File: config.mk
export PLATFORM = sky130hd
export DESIGN_NAME = r5sfft_mem
export DESIGN_NICKNAME = d
export VERILOG_FILES = /design/src/rtl/core/r5sfft_pkg.sv /design/src/rtl/core/r5sfft_mem.sv
export SDC_FILE = /design/constraint.sdc
export NUM_CORES = 2
export LEC_CHECK = 0
export BUFFER_PORTS_ARGS = -buffer_cell sky130_fd_sc_hd__buf_4
export CAP_MARGIN = 20
export CORE_AREA = 4 4 415 417
export CTS_CLUSTER_SIZE = 28
export DETAILED_ROUTE_END_ITERATION = 12
export DIE_AREA = 0 0 419 421
export PLACE_DENSITY = 0.74
export SYNTH_ARGS = -nofsm -noshare
export SYNTH_HDL_FRONTEND = slang
export SYNTH_SLANG_ARGS = --single-unit
File: constraint.sdc
create_clock -name i_clk -period 3.93 [get_ports i_clk]
set_input_delay 0.9825 -clock i_clk [delete_from_list [all_inputs] [get_ports i_clk]]
set_output_delay 0.9825 -clock i_clk [all_outputs]
set_load 0.02 [all_outputs]
File: src/rtl/core/r5sfft_pkg.sv
// Package for the radix-5 Stockham FFT: shared types, Q16 constants,
// twiddle ROM and the 24-bit saturation helper. No dependencies.
`timescale 1ns / 1ps

package r5sfft_pkg;

    // Default sizing handed to the top-level parameters
    localparam int MAX_POINTS_D  = 25;
    localparam int MAX_STAGES_D  = 2;
    localparam int SAMPLE_BITS_D = 16;

    // Fixed widths of the stored data and of counters / indexes
    localparam int DW  = 24;
    localparam int CW  = 5;
    localparam int YW  = 46;
    localparam int ROM_SIZE = 25;

    // Butterfly constants, Q16
    localparam logic signed [17:0] Q_SIN1    = 18'sd62328;
    localparam logic signed [17:0] Q_SQRT5_4 = 18'sd36636;
    localparam logic signed [17:0] Q_RATIO   = 18'sd40503;

    localparam logic signed [DW-1:0] OUT_MAX = 24'sh7FFFFF;
    localparam logic signed [DW-1:0] OUT_MIN = -24'sh800000;

    typedef logic signed [DW-1:0] t_data;
    typedef logic [CW-1:0]        t_idx;

    typedef struct packed {
        t_data re;
        t_data im;
    } t_cplx;

    typedef struct packed {
        logic  we;
        logic  bank;
        t_idx  addr;
        t_cplx data;
    } t_mem_wr;

    typedef struct packed {
        logic re;
        logic bank;
        t_idx addr;
    } t_mem_rd;

    typedef struct packed {
        logic       cap_en;
        logic [2:0] cap_idx;
        logic [2:0] tw_sel;
        t_idx       tw_exp;
    } t_bf_ctrl;

    // Clamp a wide signed value to 24 bits
    function automatic t_data sat_data(input logic signed [65:0] x);
        t_data r;
        if (x > 66'(OUT_MAX))      r = OUT_MAX;
        else if (x < 66'(OUT_MIN)) r = OUT_MIN;
        else                       r = DW'(x);
        return r;
    endfunction

    // Real part of exp(-2 pi i e / 25), Q16
    function automatic logic signed [17:0] tw_re(input t_idx e);
        logic signed [17:0] r;
        unique case (e)
            5'd0:  r = 18'sd65536;
            5'd1:  r = 18'sd63477;
            5'd2:  r = 18'sd57430;
            5'd3:  r = 18'sd47774;
            5'd4:  r = 18'sd35116;
            5'd5:  r = 18'sd20252;
            5'd6:  r = 18'sd4115;
            5'd7:  r = -18'sd12280;
            5'd8:  r = -18'sd27904;
            5'd9:  r = -18'sd41774;
            5'd10: r = -18'sd53020;
            5'd11: r = -18'sd60934;
            5'd12: r = -18'sd65019;
            5'd13: r = -18'sd65019;
            5'd14: r = -18'sd60934;
            5'd15: r = -18'sd53020;
            5'd16: r = -18'sd41774;
            5'd17: r = -18'sd27904;
            5'd18: r = -18'sd12280;
            5'd19: r = 18'sd4115;
            5'd20: r = 18'sd20252;
            5'd21: r = 18'sd35116;
            5'd22: r = 18'sd47774;
            5'd23: r = 18'sd57430;
            5'd24: r = 18'sd63477;
            default: r = 18'sd0;
        endcase
        return r;
    endfunction

    // Imaginary part of exp(-2 pi i e / 25), Q16
    function automatic logic signed [17:0] tw_im(input t_idx e);
        logic signed [17:0] r;
        unique case (e)
            5'd0:  r = 18'sd0;
            5'd1:  r = -18'sd16298;
            5'd2:  r = -18'sd31572;
            5'd3:  r = -18'sd44862;
            5'd4:  r = -18'sd55334;
            5'd5:  r = -18'sd62328;
            5'd6:  r = -18'sd65407;
            5'd7:  r = -18'sd64375;
            5'd8:  r = -18'sd59299;
            5'd9:  r = -18'sd50496;
            5'd10: r = -18'sd38521;
            5'd11: r = -18'sd24125;
            5'd12: r = -18'sd8214;
            5'd13: r = 18'sd8214;
            5'd14: r = 18'sd24125;
            5'd15: r = 18'sd38521;
            5'd16: r = 18'sd50496;
            5'd17: r = 18'sd59299;
            5'd18: r = 18'sd64375;
            5'd19: r = 18'sd65407;
            5'd20: r = 18'sd62328;
            5'd21: r = 18'sd55334;
            5'd22: r = 18'sd44862;
            5'd23: r = 18'sd31572;
            5'd24: r = 18'sd16298;
            default: r = 18'sd0;
        endcase
        return r;
    endfunction

endpackage

File: src/rtl/core/r5sfft_mem.sv
// Ping-pong sample store: two banks, one write and one registered read a cycle.
// Depends on r5sfft_pkg.
`timescale 1ns / 1ps

module r5sfft_mem #(
    parameter int DEPTH = r5sfft_pkg::MAX_POINTS_D
) (
    input  logic                i_clk,
    input  r5sfft_pkg::t_mem_wr i_wr,
    input  r5sfft_pkg::t_mem_rd i_rd,
    output r5sfft_pkg::t_cplx   o_rdata
);
    import r5sfft_pkg::*;

    localparam int AW = (DEPTH > 1) ? $clog2(DEPTH) : 1;

    t_cplx r_mem_a [DEPTH];
    t_cplx r_mem_b [DEPTH];
    t_cplx r_rdata;

    // Write the selected bank
    always_ff @(posedge i_clk) begin
        if (i_wr.we) begin
            if (i_wr.bank) r_mem_b[i_wr.addr[AW-1:0]] <= i_wr.data;
            else           r_mem_a[i_wr.addr[AW-1:0]] <= i_wr.data;
        end
    end

    // Read the selected bank, hold data until the next read
    always_ff @(posedge i_clk) begin
        if (i_rd.re) begin
            r_rdata <= i_rd.bank ? r_mem_b[i_rd.addr[AW-1:0]] : r_mem_a[i_rd.addr[AW-1:0]];
        end
    end

    assign o_rdata = r_rdata;

endmodule

# Word level (Yosys, flattened, before mapping)
# Memory sizes are Yosys's and may differ from the RTL's.
# Index checks and enable logic that the tools add are counted.
[totals]
ramBits = 2400
reg_bits = 48
out_inout_bits = 48
input_bits = 63
mem_count = 2
[op_classes]
n_mux = 7
[memory_table]
columns = ["name", "words", "width", "read_ports", "rd_ports_with_merged_regs", "wr", "line_no", "source"]
rows = [
  ["r_mem_a", 25, 48, 1, 0, 1, "r5sfft_mem.sv:17", "t_cplx r_mem_a [DEPTH];"],
  ["r_mem_b", 25, 48, 1, 0, 1, "r5sfft_mem.sv:18", "t_cplx r_mem_b [DEPTH];"],
]
[ops]
columns = ["cell", "count"]
rows = [
  ["2-to-1 mux 48 bit", 1],
  ["2-to-1 mux 1 bit", 6],
]

# Logic depth before layout (Yosys ltp)
[logic_depth]
ltp_word = 3
mapped_depth = 11

# Worst setup path before layout
# Ideal clock, no wire load.
[synth_timing]
path_kind = "input to register"
from = "in i_wr[50] (netlist name)"
to = "mem r_mem_a[16][0] (netlist name) (enable)"
arrival_ns = 3.779
n_path_buf = 2
setup_slack_ns = -0.303
stages = 4
cell_sequence = "clkbuf_1 > or3b_2 > clkbuf_1 > nor2_1"
[synth_lines]
columns = ["item", "line_no", "source"]
rows = [
  ["start, declared", "r5sfft_mem.sv:9", "input r5sfft_pkg::t_mem_wr i_wr,"],
  ["end, declared", "r5sfft_mem.sv:17", ""],
]
# No word-level cell before the write port.

# Worst setup path after layout
[layout_timing]
from = "in i_rd[1] (netlist name)"
to = "reg r_rdata, in the netlist o_rdata[38] (data pin)"
[layout_between]
elab_chain_cells = 2
elab_cells_between_ends = 3
classes_between = "1 x mux; 2 x memory"
[layout_rtl]
columns = ["item", "line_no", "source"]
rows = [
  ["start, declared", "r5sfft_mem.sv:10", "input r5sfft_pkg::t_mem_rd i_rd,"],
  ["memory read (25 x 48 bit) (on tied branches)", "-", ""],
  ["2-to-1 mux 48 bit (*)", "r5sfft_mem.sv:32", "r_rdata <= i_rd.bank ? r_mem_b[i_rd.addr[AW-1:0]] : r_mem_a[i_rd.addr[AW-1:0]];"],
  ["end signal, assigned", "r5sfft_mem.sv:32", ""],
  ["end, declared", "r5sfft_mem.sv:19", "t_cplx r_rdata;"],
]
# Every way passes the cells marked *; elsewhere a longest branch is shown, timed or not.
# A chain may end at the register's enable or synchronous reset.

==> flow_summary.toml <==
[layout]
drive_above_1_share_pct = 25.1
fin_area_um2 = 106000
nFillCells = 10900
finalCoreUtilization_pct = 63.0
multi_input_area_um2 = 19100
area_growth_pct = 13.3
fin_nets = 4639
seq_area_um2 = 73500

[floorplan]
die_h_um = 421
core_area_um2 = 169000
boundaryPins = 111
initial_utilization_pct = 55.6
die_area_um2 = 176000
fp.dieW_um = 419
rows = 151

[global_route]
grt_use_met3_pct = 5.17
grt_max_degree = 62
grt-ovfl-total = 0
grt_pass1_wl_um = 348000
grt_busiest_layer = "met2"
antenna_found_initial = 3
use_met1_pct = 39.0
track_usage_pct = 27.8
grt_use_met2_pct = 44.2
first_global_vias = 47500

[run_status]
status = "completed"

[routing]
routed_wirelength_um = 245000
vias_per_cell = 6.76
wl_per_cell_um = 35.1
drc = 0
vias = 47200
initialDrtViolationCount = 7046
ant_nets = 0
firstDrtPassIters = 8

[clocking]
cts-root-buf = "clkbuf_16"
path_clk_slew_ns = 0.07
cts_setup_buffers = 0
clk-insertion-delay-late_ns = 0.85
cts_made_buffers = 228
clock_path_buffers = 3
htreeDepth = 4
cts_hold_buf = 0
cts_tree = "done"
clock_sinks = 2448
cts_resized = 0

[pwr]
static-leakage-power_nw = 33.8
power_density_nw_per_um2 = 497
peakVddDrop_mv = 0.433

[yosys]
ys_warn_count = 0
synth.avg_cell_area_um2 = 22.1
synth-seq-cells = 2448
yosysUniqueCellTypes = 56
ys.flop_type = "edfxtp_1"
ys_async_sr_fraction_pct = 0
synthesis.area_um2 = 93800
yosysSeqAreaShare_pct = 78.4
synth_nets = 4302
syn_inst = 4239
synth_edf_count = 2448

[placement]
gp_congestion = 0.801
dp_hpwl_um = 128000
port_buffers = 110
place_area_um2 = 99200

[sta]
skew_ns = 0.0302
fmax_mhz = 324
hold_ws_ns = 0.596
slew_violations = 0
setup-violations-final = 0
slew_headroom_pct = 28.1
rsz0062_at_grt = "false"
final_hold_viol_count = 0
fin_crit_sh_pct = 78.6
worst_pin_slew_ns = 1.05
layout_min_cycle_time_ns = 3.09

[min_path]
min_path_type = "in -> reg"

[worst_setup_path]
cp.arrival_ns = 3.80
required_ns = 4.64
endpoint_kind = "register"
cp-start-kind = "primary input"
cp_max_fo = 46
crit_type = "in -> reg"

[run]
cap_violations = 0
## per-stage QoR
stage	power, mW	cells	TNS (ns)	setup slack [ns]
2_1_floorplan	31.1	4239	-121.03	-0.303
3_3_place_gp	32.1	6564	0	0.0518
3_5_place_dp	32.2	6564	0	0.0718
4_1_cts	53.0	6976	0	1.01
5_1_grt	54.4	6976	0	0.899
6_report	52.8	6977	0	0.841
## Yosys cell counts (4+ instances only)
cell,instances,area share (%)
edfxtp_1,2448,78
mux4_2,475,11
mux2i_1,274,2.9
nor2_1,115,0.46
nand2_1,101,0.40
a21oi_1,92,0.49
clkbuf_1,84,0.34
a22oi_1,68,0.54
buf_2,58,0.31
o21ai_0,48,0.26
buf_4,40,0.32
o22ai_1,39,0.26
buf_6,31,0.37
nor2b_1,31,0.21
nand3_1,30,0.16
mux4_1,23,0.64
o211ai_1,22,0.18
nor3_1,20,0.11
a222oi_1,19,0.20
a221o_1,16,0.17
a211oi_1,15,0.12
or3_1,15,0.10
a221oi_1,14,0.13
nand2b_1,14,0.093
nand4_1,13,0.087
o221ai_1,12,0.11
buf_8,10,0.16
a311oi_1,9,0.084
a41oi_1,9,0.084
buf_1,9,0.036
o2bb2ai_1,9,0.084
a2111oi_0,8,0.075
a22o_1,8,0.075
buf_12,7,0.15
o21ai_1,7,0.037
mux2_2,6,0.072
o31a_1,5,0.047
nor4_1,4,0.027
## logic make-up (layout without fill, tap and decap cells)
logic type / after synthesis / count (layout) / synth area share, %
compound gates: 409 / 409 / 3.02
buf+inv: 241 / 760 / 1.69
flops: 2448 / 2448 / 78.4
mux: 780 / 780 / 15.1
other cells: 0 / 1 / 0
simple gates: 361 / 361 / 1.79
## area by class of cell
type                       instances  area share [%]
sequential                      2448            69.2
multi-input combinational       1550            17.9
clock buffer                     282            5.64
timing repair buffer             346            3.57
tap                             2218            2.61
clock inverter                   130            1.04
inverter                           2         0.00942
antenna                            1         0.00236
## placed cells by master, fill, tap and decap left out, types with 8 or more instances in the layout
| cell type | count |
|---|---|
| o2bb2ai_1 | 9 |
| o21ai_0 | 48 |
| a221oi_1 | 14 |
| nor3_1 | 20 |
| a211oi_1 | 15 |
| buf_4 | 249 |
| a41oi_1 | 9 |
| or3_1 | 15 |
| clkbuf_16 | 232 |
| a311oi_1 | 9 |
| a221o_1 | 16 |
| edfxtp_1 | 2448 |
| clkbuf_1 | 50 |
| nand3_1 | 30 |
| buf_12 | 94 |
| o211ai_1 | 22 |
| nor2_1 | 62 |
| a21oi_1 | 92 |
| nor2b_1 | 27 |
| nand4_1 | 13 |
| mux4_2 | 475 |
| o221ai_1 | 12 |
| a22oi_1 | 68 |
| o22ai_1 | 39 |
| clkinv_2 | 41 |
| mux4_1 | 23 |
| a22o_1 | 8 |
| a222oi_1 | 19 |
| nand2_1 | 101 |
| bufinv_16 | 17 |
| a2111oi_0 | 8 |
| nor2_4 | 51 |
| nand2b_1 | 14 |
| clkinv_1 | 59 |
| mux2i_1 | 274 |
## power by group
group          internal (mW)  leakage [nW]  switching, mW  total (mW)
clock network           11.9          3.47           9.26        21.1
registers               29.0          22.1         0.0954        29.1
logic                   1.01          8.27           1.61        2.62
total                   41.8          33.8           11.0        52.8
## worst paths after layout
check                                       end  slack [ns]  cells after the start             from
worst min-delay path            r_mem_b[21][31]        0.60                      1         i_wr[31]
worst min register to register      o_rdata[20]        0.63                      2  r_mem_a[24][20]
worst max-delay path                o_rdata[38]        0.84                      6          i_rd[1]
worst max register to register      o_rdata[38]        1.81                      4  r_mem_a[15][38]
## state kept, by name, summed over array words and instances, names as in the netlist
name and cells:
o_rdata 48, r_mem_a 1200, r_mem_b 1200
## per-layer routing
layer	up-vias	share of wire, %
met4	4	4.3
met5	-	0.0082
met3	538	11
met1	24800	37
li1	18600	-
met2	3233	49
## worst max-delay path: stages
cell,delay [ns]
buf_8,0.41
nor2b_1,0.76
buf_4,0.27
a222oi_1,0.09
a2111oi_0,0.98
or3_1,0.21
No activity file was read; power rests on OpenSTA's default activity.
